$ cat src/hdl/evad_pkg.sv
// Package for the energy voice activity detector.
// Holds the controller/datapath command and status types and the fixed constants.
// No dependencies.
package evad_pkg;

	localparam int RATE_W   = 18;
	localparam int THR_W    = 31;
	localparam int MS_W     = 32;
	localparam int CFG_W    = 32;
	localparam int CFG_IDX_W = 2;
	localparam int SAMPLE_W = 16;
	localparam int MS_PER_S_W = 10;

	localparam logic [MS_PER_S_W-1:0] MS_PER_S = 10'd1000;

	localparam logic [CFG_IDX_W-1:0] REG_SAMPLE_RATE      = 2'd0;
	localparam logic [CFG_IDX_W-1:0] REG_ENERGY_THRESHOLD = 2'd1;
	localparam logic [CFG_IDX_W-1:0] REG_SILENCE_END_MS   = 2'd2;
	localparam logic [CFG_IDX_W-1:0] REG_MAX_UTTERANCE_MS = 2'd3;

	localparam logic [RATE_W-1:0] RST_SAMPLE_RATE      = 18'd16000;
	localparam logic [THR_W-1:0]  RST_ENERGY_THRESHOLD = 31'd100000;
	localparam logic [MS_W-1:0]   RST_SILENCE_END_MS   = 32'd800;
	localparam logic [MS_W-1:0]   RST_MAX_UTTERANCE_MS = 32'd10000;

	typedef struct packed {
		logic acc;      // accumulate an audio sample
		logic restart;  // clear utterance timers
		logic load;     // start chunk-end evaluation
		logic step;     // one divider iteration
		logic commit;   // update timers, load result register
	} cmd_t;

	typedef struct packed {
		logic div_last;
		logic out_free;
	} sts_t;

endpackage

$ cat src/hdl/evad_in_if.sv
// Input channel of the voice activity detector: valid/ready plus one audio item.
// Depends on evad_pkg.
interface evad_in_if;
	logic                                 valid;
	logic                                 ready;
	logic                                 kind;
	logic signed [evad_pkg::SAMPLE_W-1:0] sample;
	logic                                 last;

	modport source (output valid, kind, sample, last, input ready);
	modport sink (input valid, kind, sample, last, output ready);
endinterface

$ cat src/hdl/evad_out_if.sv
// Result channel of the voice activity detector: valid/ready plus one chunk result.
// Depends on evad_pkg.
interface evad_out_if;
	logic                          valid;
	logic                          ready;
	logic                          voiced;
	logic                          utt_done;
	logic [evad_pkg::MS_W-1:0]     elapsed_ms;

	modport source (output valid, voiced, utt_done, elapsed_ms, input ready);
	modport sink (input valid, voiced, utt_done, elapsed_ms, output ready);
endinterface

$ cat src/hdl/evad_ctrl.sv
// Controller of the voice activity detector: sequences sample intake and the
// chunk-end evaluation. Depends on evad_pkg.
module evad_ctrl (
	input  logic             clk,
	input  logic             arst_n,
	input  logic             in_valid,
	input  logic             in_kind,
	input  logic             in_last,
	output logic             in_ready,
	input  evad_pkg::sts_t   sts,
	output evad_pkg::cmd_t   cmd
);

	localparam logic [1:0] ST_IDLE = 2'd0;
	localparam logic [1:0] ST_LOAD = 2'd1;
	localparam logic [1:0] ST_DIV  = 2'd2;
	localparam logic [1:0] ST_DONE = 2'd3;

	logic [1:0] state_q;
	logic       accept;

	assign in_ready = (state_q == ST_IDLE);
	assign accept   = in_valid && in_ready;

	always_comb begin
		cmd         = '0;
		cmd.acc     = accept && !in_kind;
		cmd.restart = accept && in_kind;
		cmd.load    = (state_q == ST_LOAD);
		cmd.step    = (state_q == ST_DIV);
		cmd.commit  = (state_q == ST_DONE) && sts.out_free;
	end

	always_ff @(posedge clk or negedge arst_n) begin
		if (!arst_n) begin
			state_q <= ST_IDLE;
		end else begin
			case (state_q)
				ST_IDLE: begin
					if (accept && !in_kind && in_last) state_q <= ST_LOAD;
				end
				ST_LOAD: begin
					state_q <= ST_DIV;
				end
				ST_DIV: begin
					if (sts.div_last) state_q <= ST_DONE;
				end
				ST_DONE: begin
					if (sts.out_free) state_q <= ST_IDLE;
				end
				default: begin
					state_q <= ST_IDLE;
				end
			endcase
		end
	end

endmodule

$ cat src/hdl/evad_datapath.sv
// Datapath of the voice activity detector: config registers, square accumulator,
// threshold product, restoring divider for chunk milliseconds, timers, result register.
// Depends on evad_pkg.
module evad_datapath #(
	parameter int MAX_CHUNK = 4096
) (
	input  logic                                  clk,
	input  logic                                  arst_n,
	input  evad_pkg::cmd_t                        cmd,
	output evad_pkg::sts_t                        sts,
	input  logic                                  cfg_we,
	input  logic [evad_pkg::CFG_IDX_W-1:0]        cfg_idx,
	input  logic [evad_pkg::CFG_W-1:0]            cfg_wdata,
	input  logic signed [evad_pkg::SAMPLE_W-1:0]  in_sample,
	output logic                                  out_valid,
	input  logic                                  out_ready,
	output logic                                  out_voiced,
	output logic                                  out_utt_done,
	output logic [evad_pkg::MS_W-1:0]             out_elapsed_ms
);

	localparam int CNT_W  = $clog2(MAX_CHUNK + 1);
	localparam int SQ_W   = 2 * evad_pkg::SAMPLE_W;
	localparam int SUM_W  = SQ_W - 2 + CNT_W;
	localparam int PROD_W = evad_pkg::MS_W + CNT_W;
	localparam int NUM_W  = CNT_W + evad_pkg::MS_PER_S_W;
	localparam int DCNT_W = $clog2(NUM_W + 1);
	localparam int RATE_W = evad_pkg::RATE_W;
	localparam int MS_W   = evad_pkg::MS_W;

	// configuration
	logic [RATE_W-1:0]            rate_q;
	logic [evad_pkg::THR_W-1:0]   thr_q;
	logic [MS_W-1:0]              sil_end_q;
	logic [MS_W-1:0]              max_ms_q;

	// chunk and utterance state
	logic [SUM_W-1:0]             sum_q;
	logic [CNT_W-1:0]             cnt_q;
	logic [MS_W-1:0]              silence_q;
	logic [MS_W-1:0]              total_q;
	logic                         seen_q;

	// evaluation
	logic [PROD_W-1:0]            prod_q;
	logic                         speech_q;
	logic [NUM_W-1:0]             num_q;
	logic [RATE_W-1:0]            rem_q;
	logic [DCNT_W-1:0]            div_cnt_q;

	// result register
	logic                         out_valid_q;
	logic                         out_speech_q;
	logic                         out_ended_q;
	logic [MS_W-1:0]              out_ms_q;

	logic [evad_pkg::SAMPLE_W-1:0] mag;
	logic [SQ_W-1:0]              square;
	logic [NUM_W-1:0]             num_init;
	logic [MS_W-1:0]              thr_p1;
	logic [PROD_W-1:0]            prod;
	logic [RATE_W-1:0]            divisor;
	logic [RATE_W:0]              rem_shift;
	logic                         q_bit;
	logic [MS_W:0]                total_sum;
	logic [MS_W:0]                silence_sum;
	logic [MS_W-1:0]              total_new;
	logic [MS_W-1:0]              silence_new;
	logic                         seen_new;
	logic                         ended;

	// |sample| fits 16 bits unsigned, including the most negative value
	assign mag    = in_sample[evad_pkg::SAMPLE_W-1] ? (~in_sample + 1'b1) : in_sample;
	assign square = mag * mag;

	assign num_init = NUM_W'(cnt_q) * NUM_W'(evad_pkg::MS_PER_S);
	// floor(sum / cnt) > thr  <=>  sum >= (thr + 1) * cnt
	assign thr_p1   = {1'b0, thr_q} + MS_W'(1);
	assign prod     = PROD_W'(thr_p1) * PROD_W'(cnt_q);

	assign divisor   = (rate_q == '0) ? RATE_W'(1) : rate_q;
	assign rem_shift = {rem_q, num_q[NUM_W-1]};
	assign q_bit     = (rem_shift >= {1'b0, divisor});

	// chunk milliseconds stay far below 2^32, so only the timer adds saturate
	assign total_sum   = {1'b0, total_q} + (MS_W + 1)'(num_q);
	assign silence_sum = {1'b0, silence_q} + (MS_W + 1)'(num_q);
	assign total_new   = total_sum[MS_W] ? '1 : total_sum[MS_W-1:0];
	assign silence_new = speech_q ? '0 :
		(silence_sum[MS_W] ? '1 : silence_sum[MS_W-1:0]);
	assign seen_new    = seen_q || speech_q;
	assign ended       = (seen_new && (silence_new >= sil_end_q)) || (total_new >= max_ms_q);

	assign sts.div_last = (div_cnt_q == DCNT_W'(1));
	assign sts.out_free = !out_valid_q || out_ready;

	assign out_valid      = out_valid_q;
	assign out_voiced     = out_speech_q;
	assign out_utt_done   = out_ended_q;
	assign out_elapsed_ms = out_ms_q;

	always_ff @(posedge clk or negedge arst_n) begin
		if (!arst_n) begin
			rate_q    <= evad_pkg::RST_SAMPLE_RATE;
			thr_q     <= evad_pkg::RST_ENERGY_THRESHOLD;
			sil_end_q <= evad_pkg::RST_SILENCE_END_MS;
			max_ms_q  <= evad_pkg::RST_MAX_UTTERANCE_MS;
		end else if (cfg_we) begin
			case (cfg_idx)
				evad_pkg::REG_SAMPLE_RATE:      rate_q    <= cfg_wdata[RATE_W-1:0];
				evad_pkg::REG_ENERGY_THRESHOLD: thr_q     <= cfg_wdata[evad_pkg::THR_W-1:0];
				evad_pkg::REG_SILENCE_END_MS:   sil_end_q <= cfg_wdata[MS_W-1:0];
				evad_pkg::REG_MAX_UTTERANCE_MS: max_ms_q  <= cfg_wdata[MS_W-1:0];
				default: begin
				end
			endcase
		end
	end

	always_ff @(posedge clk or negedge arst_n) begin
		if (!arst_n) begin
			sum_q     <= '0;
			cnt_q     <= '0;
			silence_q <= '0;
			total_q   <= '0;
			seen_q    <= 1'b0;
		end else begin
			if (cmd.acc && (cnt_q < CNT_W'(MAX_CHUNK))) begin
				sum_q <= sum_q + SUM_W'(square);
				cnt_q <= cnt_q + 1'b1;
			end
			if (cmd.restart) begin
				silence_q <= '0;
				total_q   <= '0;
				seen_q    <= 1'b0;
			end
			if (cmd.commit) begin
				sum_q     <= '0;
				cnt_q     <= '0;
				silence_q <= silence_new;
				total_q   <= total_new;
				seen_q    <= seen_new;
			end
		end
	end

	always_ff @(posedge clk or negedge arst_n) begin
		if (!arst_n) begin
			div_cnt_q <= '0;
		end else if (cmd.load) begin
			div_cnt_q <= DCNT_W'(NUM_W);
		end else if (cmd.step) begin
			div_cnt_q <= div_cnt_q - 1'b1;
		end
	end

	// restoring divider, one quotient bit per cycle shifted into num_q
	always_ff @(posedge clk) begin
		if (cmd.load) begin
			num_q  <= num_init;
			rem_q  <= '0;
			prod_q <= prod;
		end else if (cmd.step) begin
			num_q    <= {num_q[NUM_W-2:0], q_bit};
			rem_q    <= q_bit ? RATE_W'(rem_shift - {1'b0, divisor}) : rem_shift[RATE_W-1:0];
			speech_q <= (PROD_W'(sum_q) >= prod_q);
		end
	end

	always_ff @(posedge clk or negedge arst_n) begin
		if (!arst_n) begin
			out_valid_q <= 1'b0;
		end else if (cmd.commit) begin
			out_valid_q <= 1'b1;
		end else if (out_ready) begin
			out_valid_q <= 1'b0;
		end
	end

	always_ff @(posedge clk) begin
		if (cmd.commit) begin
			out_speech_q <= speech_q;
			out_ended_q  <= ended;
			out_ms_q     <= total_new;
		end
	end

`ifndef NO_ASSERTIONS
	a_cnt_bound: assert property (@(posedge clk) disable iff (!arst_n)
		cnt_q <= CNT_W'(MAX_CHUNK))
		else $error("sample count above chunk limit");

	a_commit_loads: assert property (@(posedge clk) disable iff (!arst_n)
		cmd.commit |=> out_valid_q && (cnt_q == '0) && (sum_q == '0))
		else $error("commit did not load result and clear accumulator");

	a_load_div: assert property (@(posedge clk) disable iff (!arst_n)
		cmd.load |=> (div_cnt_q == DCNT_W'(NUM_W)))
		else $error("divider not armed for a full quotient");

	a_commit_free: assert property (@(posedge clk) disable iff (!arst_n)
		cmd.commit |-> (!out_valid_q || out_ready))
		else $error("result overwritten before transaction completed");
`endif

endmodule

$ cat src/hdl/energy_voice_activity_detector.sv
// Top level of the energy-threshold voice activity detector.
// Depends on evad_pkg, evad_in_if, evad_out_if, evad_ctrl, evad_datapath.
//
//   channel  dir   handshake      payload
//   audio    in    valid/ready    kind, sample, last
//   result   out   valid/ready    voiced, utt_done, elapsed_ms
//   cfg      in    cfg_we only    cfg_idx, cfg_wdata
//
// A sample without last is accepted while the controller is idle. A chunk-closing
// sample holds intake through the load, divide and done states; the restoring divider
// yields one bit of the chunk millisecond count per cycle. There is no clearing pass.
// Control, accumulator and timer state reset to zero, config registers to defaults.
// A pending result does not block intake; a stalled result holds the next chunk end.
module energy_voice_activity_detector #(
	parameter int MAX_CHUNK = 4096
) (
	input  logic                                  clk,
	input  logic                                  arst_n,
	evad_in_if.sink                               audio,
	evad_out_if.source                            result,
	input  logic                                  cfg_we,
	input  logic [evad_pkg::CFG_IDX_W-1:0]        cfg_idx,
	input  logic [evad_pkg::CFG_W-1:0]            cfg_wdata
);

	evad_pkg::cmd_t cmd;
	evad_pkg::sts_t sts;

	evad_ctrl u_ctrl (
		.clk      (clk),
		.arst_n   (arst_n),
		.in_valid (audio.valid),
		.in_kind  (audio.kind),
		.in_last  (audio.last),
		.in_ready (audio.ready),
		.sts      (sts),
		.cmd      (cmd)
	);

	evad_datapath #(
		.MAX_CHUNK (MAX_CHUNK)
	) u_datapath (
		.clk            (clk),
		.arst_n         (arst_n),
		.cmd            (cmd),
		.sts            (sts),
		.cfg_we         (cfg_we),
		.cfg_idx        (cfg_idx),
		.cfg_wdata      (cfg_wdata),
		.in_sample      (audio.sample),
		.out_valid      (result.valid),
		.out_ready      (result.ready),
		.out_voiced     (result.voiced),
		.out_utt_done   (result.utt_done),
		.out_elapsed_ms (result.elapsed_ms)
	);

endmodule

$ cat src/flat_wrapper.sv
// flat-port wrapper written by rule: the top's interface ports become plain ports
module energy_voice_activity_detector_flat 
#(
	parameter int MAX_CHUNK = 4096
)
  (clk, arst_n, cfg_we, cfg_idx, cfg_wdata, audio_valid, audio_kind, audio_sample, audio_last, audio_ready, result_valid, result_voiced, result_utt_done, result_elapsed_ms, result_ready);
  evad_in_if audio_i ();
  evad_out_if result_i ();
  input  logic clk;
  input  logic arst_n;
  input  logic cfg_we;
  input  logic [evad_pkg::CFG_IDX_W-1:0] cfg_idx;
  input  logic [evad_pkg::CFG_W-1:0] cfg_wdata;
  input wire logic [$bits(audio_i.valid)-1:0] audio_valid;
  input wire logic [$bits(audio_i.kind)-1:0] audio_kind;
  input wire logic [$bits(audio_i.sample)-1:0] audio_sample;
  input wire logic [$bits(audio_i.last)-1:0] audio_last;
  output wire logic [$bits(audio_i.ready)-1:0] audio_ready;
  output wire logic [$bits(result_i.valid)-1:0] result_valid;
  output wire logic [$bits(result_i.voiced)-1:0] result_voiced;
  output wire logic [$bits(result_i.utt_done)-1:0] result_utt_done;
  output wire logic [$bits(result_i.elapsed_ms)-1:0] result_elapsed_ms;
  input wire logic [$bits(result_i.ready)-1:0] result_ready;
  assign audio_i.valid = audio_valid;
  assign audio_i.kind = audio_kind;
  assign audio_i.sample = audio_sample;
  assign audio_i.last = audio_last;
  assign audio_ready = audio_i.ready;
  assign result_valid = result_i.valid;
  assign result_voiced = result_i.voiced;
  assign result_utt_done = result_i.utt_done;
  assign result_elapsed_ms = result_i.elapsed_ms;
  assign result_i.ready = result_ready;
  energy_voice_activity_detector #(.MAX_CHUNK(MAX_CHUNK)) u_core (.clk(clk), .arst_n(arst_n), .audio(audio_i), .result(result_i), .cfg_we(cfg_we), .cfg_idx(cfg_idx), .cfg_wdata(cfg_wdata));
endmodule
$ cat config.mk
export PLATFORM = sky130hd
export DESIGN_NAME = energy_voice_activity_detector_flat
export DESIGN_NICKNAME = d
export VERILOG_FILES = /design/src/hdl/evad_pkg.sv /design/src/hdl/evad_in_if.sv /design/src/hdl/evad_out_if.sv /design/src/hdl/evad_ctrl.sv /design/src/hdl/evad_datapath.sv /design/src/hdl/energy_voice_activity_detector.sv /design/src/flat_wrapper.sv
export SDC_FILE = /design/constraint.sdc
export NUM_CORES = 2
export LEC_CHECK = 0
export ABC_AREA = 1
export BUFFER_PORTS_ARGS = -buffer_cell sky130_fd_sc_hd__buf_4
export CAP_MARGIN = 30
export CORE_UTILIZATION = 43
export DETAILED_ROUTE_END_ITERATION = 8
export PLACE_DENSITY = 0.61
export SETUP_SLACK_MARGIN = 0.1
export SLEW_MARGIN = 20
export SYNTH_ARGS = -nofsm -noshare
export SYNTH_HDL_FRONTEND = slang
export SYNTH_HIERARCHICAL = 1
export SYNTH_SLANG_ARGS = --single-unit
export TNS_END_PERCENT = 20
$ cat constraint.sdc
create_clock -name clk -period 7.45 [get_ports clk]
set_clock_uncertainty 0.05 [all_clocks]
set_input_delay 1.1175 -clock clk [delete_from_list [all_inputs] [get_ports clk]]
set_output_delay 1.1175 -clock clk [all_outputs]
set_load 0.05 [all_outputs]
-- Word-level counts from Yosys, hierarchy flattened
Cells that the tools add are included.
- add/sub/neg operators: 8
- $mul: 3
- magnitude comparators: 5
- equality and inequality tests: 10
- muxes and demuxes: 25
- bitwise operators: 2
- reductions and logical operators: 25
- operators by type and width (cell ; number):
    $mux W32 ; 6
    $mux W43 ; 2
    $add A32 B23 Y33 ; 2
    $ge A32 B32 Y1 ; 2
    $mux W23 ; 2
    $ge A43 B45 Y1 ; 1
    $mul A32 B13 Y45 ; 1
    $add A43 B32 Y43 ; 1
    $mux W18 ; 2
    $add A31 B1 Y32 const B ; 1
    $mul A16 B16 Y32 ; 1
    $mux W13 ; 2
    $mul A13 B7 Y20 const B ; 1
    $ge A19 B18 Y1 ; 1
    $logic_not A18 Y1 ; 1
    $sub A18 B18 Y18 ; 1
    $add A16 B1 Y16 const B ; 1
    $mux W16 ; 1
    $not A16 Y16 ; 1
    $add A13 B1 Y13 const B ; 1
    $lt A13 B13 Y1 const B ; 1
    $mux W5 ; 2
    $reduce_and A2 Y1 ; 5
    $eq A2 B2 Y1 const B ; 4
    15 further kinds ; 35
- flip-flop bits (word level): 363
- output and inout port bits: 36
- word-level logic and storage cells: 98

-- Depth between registers and ports, before layout
- depth in word-level cells: 7
- depth in mapped cells: 36
- mapped depth without buffers: 36

-- Hierarchy
The synthesis kept the hierarchy.
- modules (own cells, without submodules) (module ; times used ; cells an instance ; area an instance (sq um) ; seq. area each (sq um)):
    evad_datapath ; 1 ; 6269 ; 46986.3 ; 9454.1
    evad_ctrl ; 1 ; 30 ; 202.7 ; 50.0

-- Worst setup path before layout
No wires, ideal clock.
- kind: input -> register
- start: input port audio_sample[0]
- end: register u_core.u_datapath.sum_q[34]
- setup time: 0.119 ns
- data arrival time: 7.261 ns
- data required time: 7.281 ns
- setup slack: 0.019 ns
- stages: 33
- path through: inv_2 clkbuf_1 ha_1 inv_1 nor3_1 nand3_1 nand2_1 nand3_1 nand2_1 inv_1 nor2_1 fa_1 fa_1 inv_1 fa_1 inv_1 fa_1 fa_1 inv_1 fa_1 inv_1 ha_1 nand2_1 nor2_1 inv_1 nor2_1 inv_1 nor3_1 nand2_1 nand2_1 nand3_1 nand2_1 nor2_1
- cells in the longest elaborated chain, start to end: 7
- ends and longest elaborated chain (element ; line ; text):
    from (decl) ; flat_wrapper.sv:16 ; input wire logic [$bits(audio_i.sample)-1:0] audio_sample;
    $not A16 Y16 ; evad_datapath.sv:73 ; assign mag = in_sample[evad_pkg::SAMPLE_W-1] ? (~in_sample + 1'b1) : in_sample;
    $add A16 B1 Y16 ; evad_datapath.sv:73 ;
    $mux W16 (*) ; evad_datapath.sv:73 ;
    $mul A16 B16 Y32 (*) ; evad_datapath.sv:74 ; assign square = mag * mag;
    $add A43 B32 Y43 (*) ; evad_datapath.sv:129 ; sum_q <= sum_q + SUM_W'(square);
    $mux W43 (*) ; evad_datapath.sv:128 ; if (cmd.acc && (cnt_q < CNT_W'(MAX_CHUNK))) begin
    $mux W43 (*) ; evad_datapath.sv:137 ; if (cmd.commit) begin
    to (signal assigned) ; evad_datapath.sv:129 ;
    to (decl) ; evad_datapath.sv:38 ; logic [SUM_W-1:0] sum_q;
Mark *: on every way between the ends. The rest lies on a longest branch, timed or not. The select of a mux whose other input is x is not followed.
A chain may end at the register's enable or synchronous reset.

-- Final worst setup path
- start: input port audio_sample[0]
- end: register u_core.u_datapath.sum_q[29]
The elaborated chain is that of the path after synthesis.

==> PnR_summary.wiki <==
{| class="wikitable"
! Metric !! Value
|-
| Post-DR wirelength/cell || roughly 17 um
|-
| Post-route setup slack || 0.478 ns
|-
| Post-layout min period || 6.97 ns
|-
| Final max-slew violation count || 0
|-
| Number of detailed-route iterations in the first pass || 9
|-
| CP Class || in2reg
|-
| Netlist area before placement || 0.0472 mm^2
|-
| Number of I/O pins || 93
|-
| GRT Util Overall || ~26%
|-
| Vias after detailed routing || between 40k and 50k
|-
| Unrepaired setup endpoints after global routing || yes
|-
| Setup tns final || 0 ns
|-
| Area of the die || 0.111 mm^2
|-
| Number of synthesized flops with an enable pin || 100
|-
| Main combinational cell family by area after synthesis || adder cells
|-
| GR Layer Usage met1 || 38.9%
|-
| Number of global-route vias before repair || 40.3k
|-
| CTS tree || done
|-
| Sequential power share || between 10% and 20%
|-
| Total number of placement rows || ~120
|-
| H-tree depth || 2
|-
| Total Power Consumption || between 20 and 25 mW
|-
| 1st-iter DRT viols || roughly 3.2k
|-
| Final weighted congestion of routability-driven global placement || 0.933
|-
| Clock root buffer || clkbuf_16
|-
| P per Cell Area || ~420 mW/mm^2
|-
| Chip Width || between 300 and 400 um
|-
| Post-Place Cell Area || 0.0510 mm^2
|-
| TritonCTS Buffers || between 40 and 50
|-
| Final cycle utilization of the critical path || a little over 90%
|-
| Count of different cell masters after synthesis || 60
|-
| Core Area || 0.109 mm^2
|-
| FF+latch count, synth || around 360
|-
| Sum of net half-perimeters after detailed placement || around 110000 um
|-
| GR Util met2 || 39.1%
|-
| Area fraction in and, or, nand and nor cells after synthesis || approximately a quarter
|-
| Net switching power || between 10 and 15 mW
|-
| Worst relative slew slack || a little over a third
|-
| Worst min-delay path category || reg2reg
|-
| Synthesis warning total || 6
|-
| Gate count after technology mapping || 6299
|-
| Starting density of the core || 43.4%
|-
| Most Used Layer, Global Route || met2
|-
| Die Height || 333 um
|-
| Worst setup EP type || flop
|-
| Average cell area after synthesis || between 7 and 8 um^2
|-
| Synth Area in XOR/XNOR || under 10%
|-
| Clock share of power || a little over a tenth
|-
| Port Buffer Count || 92
|-
| Net count reported at finish || between 7k and 8k
|-
| Final hold viol count || 0
|-
| Peak ir drop on the vdd network || ~0.67 mV
|-
| Status || finished clean
|-
| Largest net degree at the start of global routing || between 100 and 150
|-
| Layout cell share with drive strength beyond 1 || under 10%
|-
| Multiplexer fraction of the synthesized cell area || 0%
|-
| Number of nets with antenna violations after routing || 0
|-
| Proportion of power drawn by combinational gates || roughly three quarters
|-
| Global-route congestion overflow total || 0
|-
| CTS clk-pin slew, worst paths || around 0.06 ns
|-
| Number of endpoints failing setup at the final stage || 0
|-
| Global-route wire length before repair || 225000 um
|-
| Number of buffers on the longest clock path || 3
|-
| Post-synthesis share of cell area spent on full adders, half adders and majority gates || between 30% and 40%
|-
| Count of maximum capacitance violations || 0
|-
| Kind of start point of the critical path || primary input
|-
| Slew at the pin closest to its max-slew limit || roughly 0.96 ns
|-
| Vias per Instance || between 5 and 6
|-
| Number of placed cells counting well taps || 7917
|-
| Cell area after layout || between 0.05 and 0.06 mm^2
|-
| Fraction of registers with async set or reset after synthesis || roughly 67%
|-
| Top FF cell, synth || dfrtp_1
|-
| Critical-path top delay cell || fa_1
|-
| Number of antenna repair diodes || 0
|-
| Total number of clock tree sinks || 363
|-
| Number of antenna violations at the first check in global routing || 4
|-
| Total detailed-routing wirelength || between 100000 and 150000 um
|-
| Global Route met3 Usage || between 3 and 4%
|-
| Maximum clock frequency || between 0.1 and 0.15 GHz
|-
| Worst endpoint required time || slightly below 8 ns
|-
| Synth Area in Compound Gates || ~7%
|-
| Sw Share || a little over half
|-
| DRC violation count after routing || 0
|-
| Clk Latency, worst-skew pair || 0.63 ns
|-
| Highest net fanout along the worst path || 7
|-
| Int Power || about 10 mW
|-
| Largest stage delay on the critical path || 0.54 ns
|-
| Worst Path Arrival || 7.41 ns
|-
| Worst setup timing slack at the placement stage || -0.294 ns
|-
| Static leakage || 28.4 nW
|-
| Final Non-Filler Cells || about 8.0k
|-
| Seq/Total Area, Yosys || roughly a fifth
|-
| Layout overhead on the synthesized area || 11.9%
|}
worst paths after layout:
check	startpoint	to	slack, ns	depth (start not counted)
setup reg to reg	u_core/u_datapath/thr_q[16]	u_core/u_datapath/prod_q[41]	0.60	25
setup / recovery	audio_sample[0]	u_core/u_datapath/sum_q[29]	0.48	30
hold / removal	u_core/u_datapath/rem_q[17]	u_core/u_datapath/rem_q[17]	0.42	2
hold reg to reg	u_core/u_datapath/rem_q[17]	u_core/u_datapath/rem_q[17]	0.42	2
max in group asynchronous	arst_n	u_core/u_datapath/sum_q[32]	5.47	2
min in group asynchronous	arst_n	u_core/u_datapath/rate_q[8]	0.45	1
Yosys cell counts, types with 15 or more instances:
| cell | n | area [um^2] |
|---|---|---|
| clkbuf_1 | 99 | 372 |
| nand4_1 | 65 | 407 |
| nand2_1 | 1755 | 6590 |
| nor4_1 | 19 | 119 |
| dfstp_2 | 20 | 526 |
| xnor2_1 | 31 | 272 |
| inv_1 | 1334 | 5010 |
| nor3_1 | 60 | 300 |
| xor2_1 | 48 | 420 |
| edfxtp_1 | 100 | 3000 |
| fa_1 | 570 | 11400 |
| a21oi_1 | 246 | 1230 |
| nand3b_1 | 20 | 150 |
| o21ai_0 | 277 | 1390 |
| clkinv_1 | 18 | 67.6 |
| nand3_1 | 265 | 1330 |
| dfrtp_1 | 222 | 5560 |
| ha_1 | 422 | 5280 |
| a21o_1 | 15 | 113 |
| dfxtp_1 | 21 | 420 |
| nor2_1 | 499 | 1870 |
cell usage in the layout, fill, tap and decap left out, types with 20 or more instances in the layout:
cell type  instances
ha_1             415
xor2_1            48
dfxtp_1           21
o21ai_0          274
buf_4            313
fa_1             570
nand4_1           65
xnor2_1           30
a21oi_1          241
edfxtp_1         100
nand3_1          261
clkbuf_16         47
nand3b_1          20
nor2_1           491
dfstp_2           20
dfrtp_1          221
nor3_1            60
inv_1           1332
nand2_1         1750
critical path: cells and delay by family:
kind / cells / cell delay, ns
simple gates: 8 / 1.10
fa+ha+maj: 8 / 3.66
xor+xnor: 1 / 0.17
compound gates: 3 / 0.47
buf+inv: 10 / 0.89
through the flow:
stage | hold slack, ns | util, %
5_1_grt | 0.437 | 48.5
3_5_place_dp | 0.411 | 46.9
4_1_cts | 0.422 | 48.3
2_1_floorplan | 0.390 | -
3_3_place_gp | 0.411 | 46.8
6_report | 0.421 | 48.5
power by group through the flow:
stage	Sequential, mW	Clock, mW	Combinational [mW]
finish	3.24	2.34	16.6
CTS	3.24	2.39	16.1
detailed placement	3.27	0	15.9
global route	3.29	2.46	18.6
floorplan	3.26	0	9.76
global placement	3.27	0	15.9
logic make-up (layout without fill, tap and decap cells):
kind of cell | after synthesis | after routing
AO/OA/AOI/OAI | 621 | 621
XOR/XNOR | 79 | 79
adder cells (fa/ha/maj) | 992 | 992
buffers and inverters | 1492 | 1776
flip-flops | 363 | 363
other | 2 | 11
AND/OR/NAND/NOR | 2750 | 2750
area by class of cell:
class / instances / area (um^2)
Multi-Input combinational cell: 4453 / 32200
Clock buffer: 59 / 1280
Fill cell: 10800 / 56100
Tap cell: 1414 / 1770
Timing Repair Buffer: 326 / 2590
Sequential cell: 363 / 9510
Inverter: 1366 / 5130
Clock inverter: 25 / 289
layer usage:
layer	wire length, um	part of all wire [%]
met5	0	0
met4	2820	2.0
met3	8460	6.1
met2	60800	43
met1	67800	48
registers in the layout, indices dropped and copies added, names as in the netlist, 23 cells and up:
name / flops
u_core/u_datapath/sum_q: 43
u_core/u_datapath/sil_end_q: 32
u_core/u_datapath/out_elapsed_ms: 32
u_core/u_datapath/prod_q: 45
u_core/u_datapath/total_q: 32
u_core/u_datapath/max_ms_q: 32
u_core/u_datapath/thr_q: 31
u_core/u_datapath/num_q: 23
u_core/u_datapath/silence_q: 32
what timing repair did:
| action | CTS | global route |
|---|---|---|
| hold buffers | 0 | 0 |
| buffers inserted | 0 | 2 |
| setup endpoints to repair | 0 | 24 |
| gates resized for setup | 0 | 33 |
| hold endpoints to repair | 0 | 0 |
(Power assumes the default switching activity.)
